[config.mk]
export PLATFORM = sky130hd
export DESIGN_NAME = char_lcd_nibble_sequencer_core_flat
export DESIGN_NICKNAME = d
export VERILOG_FILES = /design/src/sv/clns_pkg.sv /design/src/sv/clns_req_if.sv /design/src/sv/clns_res_if.sv /design/src/sv/clns_ctrl.sv /design/src/sv/clns_dp.sv /design/src/sv/char_lcd_nibble_sequencer_core.sv /design/src/flat_wrapper.sv
export SDC_FILE = /design/constraint.sdc
export NUM_CORES = 1
export LEC_CHECK = 0
export ABC_CLOCK_PERIOD_IN_PS = 2800
export BUFFER_PORTS_ARGS = -buffer_cell sky130_fd_sc_hd__buf_2
export CORE_MARGIN = 4
export CORE_UTILIZATION = 45
export DETAILED_ROUTE_END_ITERATION = 6
export PLACE_DENSITY = 0.69
export SLEW_MARGIN = 20
export SYNTH_ARGS = -nofsm -noshare
export SYNTH_HDL_FRONTEND = slang
export SYNTH_SLANG_ARGS = --single-unit
[constraint.sdc]
create_clock -name clk -period 2.8 [get_ports clk]
set_clock_uncertainty 0.2 [all_clocks]
set_input_delay 0.14 -clock clk [delete_from_list [all_inputs] [get_ports clk]]
set_output_delay 0.14 -clock clk [all_outputs]
set_load 0.05 [all_outputs]
[src/sv/clns_pkg.sv]
`timescale 1ns / 1ps
// ---------------------------------------------------------------------------
// clns_pkg
// Shared types, constants and script tables of the LCD nibble sequencer.
// ---------------------------------------------------------------------------
package clns_pkg;

  typedef enum logic [1:0] {
    MODE_CMD    = 2'd0,
    MODE_DATA   = 2'd1,
    MODE_CURSOR = 2'd2,
    MODE_RESET  = 2'd3
  } mode_t;

  typedef enum logic [0:0] {
    CFG_DISPLAY_FLAGS = 1'b0,
    CFG_ENTRY_FLAGS   = 1'b1
  } cfg_idx_t;

  typedef enum logic [2:0] {
    ST_IDLE = 3'b001,
    ST_PRE  = 3'b010,
    ST_NIB  = 3'b100
  } state_t;

  localparam int unsigned NIB_W   = 4;
  localparam int unsigned PHASE_W = 2;

  localparam logic [NIB_W-1:0]   SCRIPT_LAST_NIB = 4'd13;
  localparam logic [NIB_W-1:0]   BYTE_LAST_NIB   = 4'd1;
  localparam logic [PHASE_W-1:0] PH_PLAIN = 2'd0;
  localparam logic [PHASE_W-1:0] PH_EN_HI = 2'd1;
  localparam logic [PHASE_W-1:0] PH_EN_LO = 2'd2;

  localparam logic [7:0]  PORT_ENABLE  = 8'h04;
  localparam logic [15:0] WAIT_POWERUP = 16'd1000;
  localparam logic [15:0] WAIT_LONG    = 16'd4500;
  localparam logic [15:0] WAIT_SHORT   = 16'd120;
  localparam logic [15:0] WAIT_CLEAR   = 16'd2000;
  localparam logic [15:0] WAIT_NONE    = 16'd0;

  localparam logic [2:0] DISPLAY_FLAGS_RST = 3'd4;
  localparam logic [1:0] ENTRY_FLAGS_RST   = 2'd2;

  // controller -> datapath
  typedef struct packed {
    logic               load;
    logic               emit;
    logic               pre;
    logic               script;
    logic [NIB_W-1:0]   nib;
    logic [PHASE_W-1:0] phase;
    logic               last;
  } cmd_t;

  // datapath -> controller
  typedef struct packed {
    logic out_free;
  } status_t;

  function automatic logic [6:0] row_offset(input logic [1:0] row);
    logic [6:0] off;
    unique case (row)
      2'd0:    off = 7'h00;
      2'd1:    off = 7'h40;
      2'd2:    off = 7'h14;
      default: off = 7'h54;
    endcase
    return off;
  endfunction

  // Nibbles of the init script, in send order.
  function automatic logic [3:0] script_nibble(input logic [NIB_W-1:0] n,
                                               input logic [2:0] df,
                                               input logic [1:0] ef);
    logic [3:0] v;
    unique case (n)
      4'd0, 4'd1, 4'd2: v = 4'h3;
      4'd3, 4'd4:       v = 4'h2;   // 4-bit switch, then 0x28 high
      4'd5:             v = 4'h8;
      4'd7:             v = {1'b1, df};
      4'd9:             v = 4'h1;
      4'd11:            v = {2'b01, ef};
      4'd13:            v = 4'h2;
      default:          v = 4'h0;
    endcase
    return v;
  endfunction

  function automatic logic [15:0] script_wait(input logic [NIB_W-1:0] n);
    logic [15:0] w;
    unique case (n)
      4'd0, 4'd1:  w = WAIT_LONG;
      4'd2:        w = WAIT_SHORT;
      4'd9, 4'd13: w = WAIT_CLEAR;
      default:     w = WAIT_NONE;
    endcase
    return w;
  endfunction

endpackage

[src/sv/clns_req_if.sv]
`timescale 1ns / 1ps
// ---------------------------------------------------------------------------
// clns_req_if
// Request channel: valid/ready with mode, value, row and col.
// ---------------------------------------------------------------------------
interface clns_req_if;
  logic       valid;
  logic       ready;
  logic [1:0] mode;
  logic [7:0] value;
  logic [1:0] row;
  logic [5:0] col;

  modport source (output valid, mode, value, row, col, input ready);
  modport sink   (input valid, mode, value, row, col, output ready);
endinterface

[src/sv/clns_res_if.sv]
`timescale 1ns / 1ps
// ---------------------------------------------------------------------------
// clns_res_if
// Result channel: valid/ready with port byte, wait time and last flag.
// ---------------------------------------------------------------------------
interface clns_res_if;
  logic        valid;
  logic        ready;
  logic [7:0]  port_byte;
  logic [15:0] wait_us;
  logic        last;

  modport source (output valid, port_byte, wait_us, last, input ready);
  modport sink   (input valid, port_byte, wait_us, last, output ready);
endinterface

[src/sv/clns_ctrl.sv]
`timescale 1ns / 1ps
// ---------------------------------------------------------------------------
// clns_ctrl
// Sequencer FSM: walks nibbles and enable phases of one request.
// ---------------------------------------------------------------------------
module clns_ctrl (
  input  logic               clk,
  input  logic               rst_n,
  input  logic               in_valid,
  input  logic [1:0]         in_mode,
  output logic               in_ready,
  input  clns_pkg::status_t  sts,
  output clns_pkg::cmd_t     cmd
);

  clns_pkg::state_t                  state_r, state_nxt;
  logic [clns_pkg::NIB_W-1:0]        nib_r, nib_nxt;
  logic [clns_pkg::PHASE_W-1:0]      phase_r, phase_nxt;
  logic                              script_r, script_nxt;
  logic                              last_nib;

  assign in_ready = (state_r == clns_pkg::ST_IDLE);
  assign last_nib = (nib_r == (script_r ? clns_pkg::SCRIPT_LAST_NIB
                                        : clns_pkg::BYTE_LAST_NIB));

  always_comb begin
    state_nxt  = state_r;
    nib_nxt    = nib_r;
    phase_nxt  = phase_r;
    script_nxt = script_r;
    cmd        = '0;
    cmd.script = script_r;
    cmd.nib    = nib_r;
    cmd.phase  = phase_r;
    unique case (state_r)
      clns_pkg::ST_IDLE: begin
        if (in_valid) begin
          cmd.load   = 1'b1;
          nib_nxt    = '0;
          phase_nxt  = clns_pkg::PH_PLAIN;
          script_nxt = (clns_pkg::mode_t'(in_mode) == clns_pkg::MODE_RESET);
          state_nxt  = script_nxt ? clns_pkg::ST_PRE : clns_pkg::ST_NIB;
        end
      end
      clns_pkg::ST_PRE: begin
        if (sts.out_free) begin
          cmd.emit  = 1'b1;
          cmd.pre   = 1'b1;
          state_nxt = clns_pkg::ST_NIB;
        end
      end
      clns_pkg::ST_NIB: begin
        if (sts.out_free) begin
          cmd.emit = 1'b1;
          if (phase_r == clns_pkg::PH_EN_LO) begin
            cmd.last  = last_nib;
            phase_nxt = clns_pkg::PH_PLAIN;
            nib_nxt   = nib_r + 1'b1;
            if (last_nib) begin
              state_nxt = clns_pkg::ST_IDLE;
            end
          end else begin
            phase_nxt = phase_r + 1'b1;
          end
        end
      end
      default: state_nxt = clns_pkg::ST_IDLE;
    endcase
  end

  always_ff @(posedge clk) begin
    if (!rst_n) begin
      state_r  <= clns_pkg::ST_IDLE;
      nib_r    <= '0;
      phase_r  <= clns_pkg::PH_PLAIN;
      script_r <= 1'b0;
    end else begin
      state_r  <= state_nxt;
      nib_r    <= nib_nxt;
      phase_r  <= phase_nxt;
      script_r <= script_nxt;
    end
  end

endmodule

[src/sv/clns_dp.sv]
`timescale 1ns / 1ps
// ---------------------------------------------------------------------------
// clns_dp
// Datapath: config regs, held request, port byte build, output register.
// ---------------------------------------------------------------------------
module clns_dp (
  input  logic               clk,
  input  logic               rst_n,
  input  logic               cfg_we,
  input  logic [0:0]         cfg_index,
  input  logic [2:0]         cfg_wdata,
  input  logic [1:0]         in_mode,
  input  logic [7:0]         in_value,
  input  logic [1:0]         in_row,
  input  logic [5:0]         in_col,
  input  clns_pkg::cmd_t     cmd,
  output clns_pkg::status_t  sts,
  output logic               out_valid,
  input  logic               out_ready,
  output logic [7:0]         out_port_byte,
  output logic [15:0]        out_wait_us,
  output logic               out_last
);

  logic [2:0]  display_flags_r;
  logic [1:0]  entry_flags_r;
  logic [10:0] held_r;          // mode in [9:8], sent byte in [7:0]
  logic [7:0]  sent;
  logic [6:0]  cur_addr;
  logic        rs;
  logic [3:0]  nibble;
  logic [7:0]  byte_nxt;
  logic [15:0] wait_nxt;
  logic        valid_r;
  logic [7:0]  port_r;
  logic [15:0] wait_r;
  logic        last_r;

  always_ff @(posedge clk) begin
    if (!rst_n) begin
      display_flags_r <= clns_pkg::DISPLAY_FLAGS_RST;
      entry_flags_r   <= clns_pkg::ENTRY_FLAGS_RST;
    end else if (cfg_we) begin
      unique case (clns_pkg::cfg_idx_t'(cfg_index))
        clns_pkg::CFG_DISPLAY_FLAGS: display_flags_r <= cfg_wdata;
        clns_pkg::CFG_ENTRY_FLAGS:   entry_flags_r   <= cfg_wdata[1:0];
        default: ;
      endcase
    end
  end

  // cursor address wraps within 7 bits
  assign cur_addr = {1'b0, in_col} + clns_pkg::row_offset(in_row);

  always_comb begin
    unique case (clns_pkg::mode_t'(in_mode))
      clns_pkg::MODE_CMD, clns_pkg::MODE_DATA: sent = in_value;
      clns_pkg::MODE_CURSOR:                   sent = {1'b1, cur_addr};
      default:                                 sent = 8'h00;
    endcase
  end

  always_ff @(posedge clk) begin
    if (!rst_n) begin
      held_r <= '0;
    end else if (cmd.load) begin
      held_r <= {1'b0, in_mode, sent};
    end
  end

  assign rs = (clns_pkg::mode_t'(held_r[9:8]) == clns_pkg::MODE_DATA);

  always_comb begin
    if (cmd.script) begin
      nibble = clns_pkg::script_nibble(cmd.nib, display_flags_r, entry_flags_r);
    end else begin
      nibble = cmd.nib[0] ? held_r[3:0] : held_r[7:4];
    end
    byte_nxt = {nibble, 3'b000, rs};
    if (cmd.phase == clns_pkg::PH_EN_HI) begin
      byte_nxt = byte_nxt | clns_pkg::PORT_ENABLE;
    end
    wait_nxt = clns_pkg::WAIT_NONE;
    if (cmd.phase == clns_pkg::PH_EN_LO && cmd.script) begin
      wait_nxt = clns_pkg::script_wait(cmd.nib);
    end
    if (cmd.pre) begin
      byte_nxt = 8'h00;
      wait_nxt = clns_pkg::WAIT_POWERUP;
    end
  end

  always_ff @(posedge clk) begin
    if (!rst_n) begin
      valid_r <= 1'b0;
    end else if (cmd.emit) begin
      valid_r <= 1'b1;
    end else if (out_ready) begin
      valid_r <= 1'b0;
    end
  end

  always_ff @(posedge clk) begin
    if (cmd.emit) begin
      port_r <= byte_nxt;
      wait_r <= wait_nxt;
      last_r <= cmd.last;
    end
  end

  assign sts.out_free  = !valid_r || out_ready;
  assign out_valid     = valid_r;
  assign out_port_byte = port_r;
  assign out_wait_us   = wait_r;
  assign out_last      = last_r;

endmodule

[src/sv/char_lcd_nibble_sequencer_core.sv]
`timescale 1ns / 1ps
// ---------------------------------------------------------------------------
// char_lcd_nibble_sequencer_core
// Character-LCD request to I/O-expander byte stream, 4-bit bus.
// ---------------------------------------------------------------------------
// Takes one request at a time and emits the expander port bytes it causes,
// one per cycle while the result side keeps taking them. Command, data and
// cursor requests give six bytes each (one accept step, then one byte per
// cycle from the controller's nibble/phase counter); the reset script gives
// 43 bytes. Stalls on the result side hold the controller where it is. A
// result register sits between the sequencer and out_ch, so the next
// request is taken while the final byte of the previous one still waits.
// Port layout: nibble in bits 7..4, enable in bit 2, register select in
// bit 0, others 0. wait_us tells the consumer how long to hold off after
// that byte; last marks the final byte of a request. Write cfg_* only
// while the block is idle.
// ---------------------------------------------------------------------------
module char_lcd_nibble_sequencer_core (
  input  logic        clk,
  input  logic        rst_n,
  input  logic        cfg_we,
  input  logic [0:0]  cfg_index,
  input  logic [2:0]  cfg_wdata,
  clns_req_if.sink    in_ch,
  clns_res_if.source  out_ch
);

  clns_pkg::cmd_t    cmd;
  clns_pkg::status_t sts;

  // controller: one-hot FSM, nibble and enable-phase counters
  clns_ctrl u_ctrl (
    .clk      (clk),
    .rst_n    (rst_n),
    .in_valid (in_ch.valid),
    .in_mode  (in_ch.mode),
    .in_ready (in_ch.ready),
    .sts      (sts),
    .cmd      (cmd)
  );

  // datapath: held request, script tables, result register
  clns_dp u_dp (
    .clk           (clk),
    .rst_n         (rst_n),
    .cfg_we        (cfg_we),
    .cfg_index     (cfg_index),
    .cfg_wdata     (cfg_wdata),
    .in_mode       (in_ch.mode),
    .in_value      (in_ch.value),
    .in_row        (in_ch.row),
    .in_col        (in_ch.col),
    .cmd           (cmd),
    .sts           (sts),
    .out_valid     (out_ch.valid),
    .out_ready     (out_ch.ready),
    .out_port_byte (out_ch.port_byte),
    .out_wait_us   (out_ch.wait_us),
    .out_last      (out_ch.last)
  );

endmodule

[src/flat_wrapper.sv]
// flat-port wrapper written by rule: the top's interface ports become plain ports
module char_lcd_nibble_sequencer_core_flat 
  (clk, rst_n, cfg_we, cfg_index, cfg_wdata, in_ch_valid, in_ch_mode, in_ch_value, in_ch_row, in_ch_col, in_ch_ready, out_ch_valid, out_ch_port_byte, out_ch_wait_us, out_ch_last, out_ch_ready);
  clns_req_if in_ch_i ();
  clns_res_if out_ch_i ();
  input  logic clk;
  input  logic rst_n;
  input  logic cfg_we;
  input  logic [0:0] cfg_index;
  input  logic [2:0] cfg_wdata;
  input wire logic [$bits(in_ch_i.valid)-1:0] in_ch_valid;
  input wire logic [$bits(in_ch_i.mode)-1:0] in_ch_mode;
  input wire logic [$bits(in_ch_i.value)-1:0] in_ch_value;
  input wire logic [$bits(in_ch_i.row)-1:0] in_ch_row;
  input wire logic [$bits(in_ch_i.col)-1:0] in_ch_col;
  output wire logic [$bits(in_ch_i.ready)-1:0] in_ch_ready;
  output wire logic [$bits(out_ch_i.valid)-1:0] out_ch_valid;
  output wire logic [$bits(out_ch_i.port_byte)-1:0] out_ch_port_byte;
  output wire logic [$bits(out_ch_i.wait_us)-1:0] out_ch_wait_us;
  output wire logic [$bits(out_ch_i.last)-1:0] out_ch_last;
  input wire logic [$bits(out_ch_i.ready)-1:0] out_ch_ready;
  assign in_ch_i.valid = in_ch_valid;
  assign in_ch_i.mode = in_ch_mode;
  assign in_ch_i.value = in_ch_value;
  assign in_ch_i.row = in_ch_row;
  assign in_ch_i.col = in_ch_col;
  assign in_ch_ready = in_ch_i.ready;
  assign out_ch_valid = out_ch_i.valid;
  assign out_ch_port_byte = out_ch_i.port_byte;
  assign out_ch_wait_us = out_ch_i.wait_us;
  assign out_ch_last = out_ch_i.last;
  assign out_ch_i.ready = out_ch_ready;
  char_lcd_nibble_sequencer_core u_core (.clk(clk), .rst_n(rst_n), .cfg_we(cfg_we), .cfg_index(cfg_index), .cfg_wdata(cfg_wdata), .in_ch(in_ch_i), .out_ch(out_ch_i));
endmodule
After elaboration in Yosys (flattened, before gate mapping)
Index checks and enable logic that the tools add are counted.
{ "op_classes": {"eq_ne": 26, "reduce_logical": 21, "mux": 32, "bitwise_logic": 2, "addsub": 3} }
{ "op_table": {"columns": ["op", "n"], "rows": [
  ["one-hot mux 13 bit (3 select lines)", 1],
  ["two-way mux 4 bit", 6],
  ["one-hot mux 4 bit (6 select lines)", 1],
  ["two-way mux 3 bit", 7],
  ["one-hot mux 7 bit (3 select lines)", 1],
  ["one-hot mux 8 bit (2 select lines)", 1],
  ["equality test 4 x 3 -> 1 bit (second input constant)", 3],
  ["equality test 4 bit (second input constant)", 3],
  ["two-way mux 10 bit", 1],
  ["one-hot mux 3 bit (3 select lines)", 1],
  ["equality test 2 x 1 -> 1 bit (second input constant)", 4],
  ["equality test 2 bit (second input constant)", 4],
  ["equality test 4 x 2 -> 1 bit (second input constant)", 2],
  ["two-way mux 2 bit", 4],
  ["one-hot mux 4 bit (2 select lines)", 1],
  ["OR reduction 2 bit", 4],
  ["adder 6 x 7 -> 7 bit", 1],
  ["two-way mux 1 bit", 6],
  ["!= test 2 bit (second input constant)", 3],
  ["AND reduction 2 bit", 3],
  ["AND reduction 3 bit", 2],
  ["OR reduction 3 bit", 2],
  ["AND reduction 5 bit", 1],
  ["adder 4 x 1 -> 4 bit (second input constant)", 1],
  ["other kinds (17)", 21]
]} }
{ "totals": {"register_bits": 48, "input_bits": 27, "wordCells": 96, "output_inout_bits": 27} }

Longest topological paths before layout
{ "logic_depth": {"depth_word": 6, "ltp_mapped": 7, "mapped_depth_nobuf": 6} }

Hierarchy
From an unflattened synthesis, not the netlist that was laid out.
{ "unflattened": {"hier_cells": 238, "hier_area_um2": 2298.5} }
{ "by_module_without_submodules": {"columns": ["mod", "instances", "cells_per_inst", "area_per_inst_um2", "seq_area_each_um2"], "rows": [
  ["clns_dp", 1, 162, 1631.6, 740.7],
  ["clns_ctrl", 1, 76, 666.9, 200.2]
]} }

Least setup slack after synthesis
Ideal clock, no wire load.
{ "synth_path": {"kind": "reg2reg", "startpoint": "reg u_core.u_ctrl.state_r[1]", "endpoint": "reg u_core.u_dp.last_r, in the netlist u_core.u_dp.out_last, enable pin", "period_less_slack_ps": 2139, "setup_time_ps": 384, "stages_incl_launch_ff": 4, "arrival_ps": 1555, "n_path_buf": 0, "setup_slack_ps": 661, "t_required_ps": 2216, "cell_sequence": "dfxtp_1 nor3b_1 nor2_1 nor2_1"} }
{ "synth_rtl": {"columns": ["element", "line_no", "source"], "rows": [
  ["start: declaration", "clns_ctrl.sv:16", "clns_pkg::state_t state_r, state_nxt;"],
  ["start signal: assignment", "clns_ctrl.sv:73", "state_r <= clns_pkg::ST_IDLE;"],
  ["start signal: assignment", "clns_ctrl.sv:78", "state_r <= state_nxt;"],
  ["end signal: assignment", "clns_dp.sv:107", "last_r <= cmd.last;"],
  ["end: declaration", "clns_dp.sv:37", "logic last_r;"]
]} }

Worst setup path in the final report
{ "layout_path": {"startpoint": "reg u_core.u_ctrl.nib_r[0] (netlist bit)", "endpoint": "reg u_core.u_dp.port_r[5], in the netlist u_core.u_dp.out_port_byte[5], data pin"} }
{ "layout_via": {"elab_chain_len": 4, "elab_cells_between_ends": 15, "cone_classes": "eq/ne (9); mux (3); reduce/logical (3)"} }
{ "layout_rtl": {"columns": ["element", "line_no", "source"], "rows": [
  ["start: declaration", "clns_ctrl.sv:17", "logic [clns_pkg::NIB_W-1:0] nib_r, nib_nxt;"],
  ["start signal: assignment", "clns_ctrl.sv:79", "nib_r <= nib_nxt;"],
  ["equality test 4 bit (tied with other cells)", "clns_pkg.sv:77", "unique case (n)"],
  ["OR reduction 3 bit, on equally long branches", null, null],
  ["one-hot mux 4 bit (6 select lines)", "clns_pkg.sv:77", null],
  ["two-way mux 4 bit *", "clns_dp.sv:74", "if (cmd.script) begin"],
  ["end signal: assignment", "clns_dp.sv:105", "port_r <= byte_nxt;"],
  ["end: declaration", "clns_dp.sv:35", "logic [7:0] port_r;"]
]} }
Mark *: on every way between the ends. The rest lies on a longest branch, timed or not.
A chain may end at the register's enable or synchronous reset.

==> results.toml <==
[logic_synthesis]
edff_count_synth = 14
yosys_top_cell_area_share_pct = 24.0
synth_cell_types = 47
primary_ff_master_synth = "dfxtp_1"
synth-seq-area-share_pct = 43.4
synthesis.instances = 236
post_synthesis_instance_area_sq_um = 2170
synth.area.top_cells = "dfxtp_1 24%, edfxtp_1 19%, ha_1 4.0%"
synth_top_area_cell = "dfxtp_1"
syn_area_per_cell_sq_um = 9.18
yosys_warnings = 0
asyncSetResetFlopFracSynth_pct = 0
postSynthRegisterBits = 40

[clocking]
h-tree-depth = 2
root_buffer = "clkbuf_8"
insertion_delay_ps = 290
cts_tree = "done"
numClockSinks = 40
cts-hold-fix-buffers = 15
cts.repair.resized = 0
ctsLongestPathBuffers = 2
clk_pin_slew_ps = 80
cts_made_buffers = 5
cts_setup_buffers = 0

[die]
die_area_sq_um = 5990
initial_core_util_pct = 48.1
design.portCount = 54
vertical_die_dimension_microns = 77.4
floorplan.rows = 24
die_x_microns = 77.4
coreArea_sq_um = 4500

[worst_setup_path]
crit_arrival_ps = 1940
setup.worst_path.class = "flop to flop"
crit_fanout = 11
timing.critical_path.cells = "inv_1 -> ha_1 -> nor4_1 -> a211oi_1 -> a211oi_1 -> nor3_1"
crit_path_end_kind = "flop"
cp_slowest_cell = "dfxtp_1"
critical-path-top-cell-by-count = "a211oi_1"
worst-endpoint-required_ps = 2630
worst_path_dominant_cell_family = "flip-flops"
crit_path_max_incr_delay_ps = 550
setup.worst_path.start_class = "flop"
crit_buf_inv = 1

[run_status]
outcome = "completed"

[timing]
rsz0062_at_grt = "no"
final_hold_viol_count = 0
finalCritPeriodShare_pct = 75.3
worstMarginPinSlew_ps = 697
setup_viol = 0
max_freq_mhz = 474
finalMaxSlewViolations = 0
finalCriticalPeriod_ps = 2110
worst_slew_margin_rel_pct = 53.4
post-route-worst-setup-slack_ps = 691
worst_hold_slack_ps = 3.25
setup_tns_ps = 0

[global_route]
grt_util_all_layers_pct = 15.5
grt_max_degree = 28
grt.overflow.total = 0
global_route_wire_length_before_repair_mm = 7.62
number_of_antenna_violations_at_the_first_check_in_global_routing = 0
vias_in_the_first_global_route = 1765

[hold_path]
timing.hold.worst.class = "input port to flop"

[route]
drt.antenna.violating_nets = 0
detail_route.wl_per_cell_microns = 13.4
route.final.wire_length_mm = 4.54
avgViaCountPerCell = 5.32
route.vias.total = 1808
drc_errors = 0
drc_violation_total_after_the_first_tritonroute_iteration = 154
drt_first_pass_iters = 4

[placed_design]
dpl.cell_count = 317
hpwl_mm = 3.24
io_buffer_count = 45
dp_worst_slack_ps = 726
placer_congestion_estimate = 0.905

[power]
power.density_nw_per_um2 = 520
p_total_uw = 1360
power.ir.vdd_worst_uv = 223
power.static_leakage_uw = 0.00105

[cells_and_area]
area_delta_synth_final_pct = 20.5
mostFrequentLayoutCells = "45 x buf_2, 26 x dfxtp_1, 21 x nand2_1"
fraction_of_layout_cells_with_a_size_suffix_above_1_pct = 21.9
diodes = 0
fin_cells = 340
layout_commonest_cell = "buf_2"
nNetsFinal = 321

[flow_run]
count_of_maximum_capacitance_violations = 0
## through the flow
| step | instance area, sq um | utilization, % |
|---|---|---|
| after floorplan | 2190 | - |
| after global placement | 2370 | 52.6 |
| after detailed placement | 2370 | 52.6 |
| after CTS | 2610 | 57.9 |
| after global routing | 2610 | 57.9 |
| final | 2610 | 57.9 |
## power breakdown
| part | internal (uW) | leakage, uW | switching (uW) |
|---|---|---|---|
| registers | 644 | 0.000344 | 26.9 |
| clock network | 201 | 0.0000488 | 189 |
| logic | 107 | 0.000662 | 189 |
| total | 952 | 0.00105 | 405 |
## worst reg2reg max path: stages (launching register included)
cell and delay, ps:
dfxtp_1 550, inv_1 160, ha_1 270, nor4_1 280
a211oi_1 80, a211oi_1 240, nor3_1 70
## cell families (layout without fill, tap and decap cells)
group	Yosys count	in the layout	synth area share (%)
other	1	8	0.173
XOR/XNOR	2	2	0.809
AND/OR/NAND/NOR	85	85	21.4
AO/OA/AOI/OAI	62	62	19.4
flip-flops	40	40	43.4
multiplexers	6	6	2.83
adder cells (fa/ha/maj)	7	7	4.04
buffers and inverters	33	78	7.86
## synth_stat cells (2+ instances only)
library cell,number
nor2_1,16
a211oi_1,5
buf_2,4
nand2_1,21
and3_1,2
buf_4,11
o31ai_1,2
o21ai_0,15
a31o_2,2
o211ai_1,2
and2_1,2
nand3_1,6
a31oi_1,2
mux2i_1,5
clkbuf_1,11
o211a_1,2
a221oi_1,7
nor2b_1,10
or3_1,3
edfxtp_1,14
dfxtp_1,26
a21boi_0,9
nor3_1,3
nor4_1,2
nand2b_1,3
ha_1,7
nor4bb_1,2
inv_1,6
a21oi_1,11
nor3b_1,8
## registers in the layout, indices dropped and copies added, names as in the netlist
register                     count
u_core.u_ctrl.nib_r              4
u_core.u_ctrl.phase_r            2
u_core.u_ctrl.script_r           1
u_core.u_ctrl.state_r            3
u_core.u_dp.display_flags_r      3
u_core.u_dp.entry_flags_r        2
u_core.u_dp.held_r              10
u_core.u_dp.out_last             1
u_core.u_dp.out_port_byte        6
u_core.u_dp.out_valid            1
u_core.u_dp.out_wait_us          7
## final timing paths
path | start | cells past startpoint | slack (ps) | to
worst max register to register | u_core.u_ctrl.nib_r[0] | 6 | 690 | u_core.u_dp.out_port_byte[5]
worst min-delay path | in_ch_value[2] | 3 | 3 | u_core.u_dp.held_r[2]
worst max-delay path | u_core.u_ctrl.nib_r[0] | 6 | 690 | u_core.u_dp.out_port_byte[5]
worst min register to register | u_core.u_dp.held_r[8] | 2 | 280 | u_core.u_dp.held_r[8]
## layer usage
layer	vias up	track usage, %	share of wire, %
met2	47	26.3	46
li1	939	-	-
met1	815	19.2	47
met4	0	6.94	1.6
met5	-	0	0
met3	7	2.66	5.0
## cell type report
| class | count | area, sq um |
|---|---|---|
| Clock inverter | 1 | 6.26 |
| Timing Repair Buffer | 63 | 398 |
| Multi-Input combinational cell | 170 | 1090 |
| Inverter | 7 | 26.3 |
| Fill cell | 420 | 1890 |
| Tap cell | 52 | 65.1 |
| Sequential cell | 40 | 941 |
| Clock buffer | 7 | 86.3 |
Power figures use the tool's default switching activity.
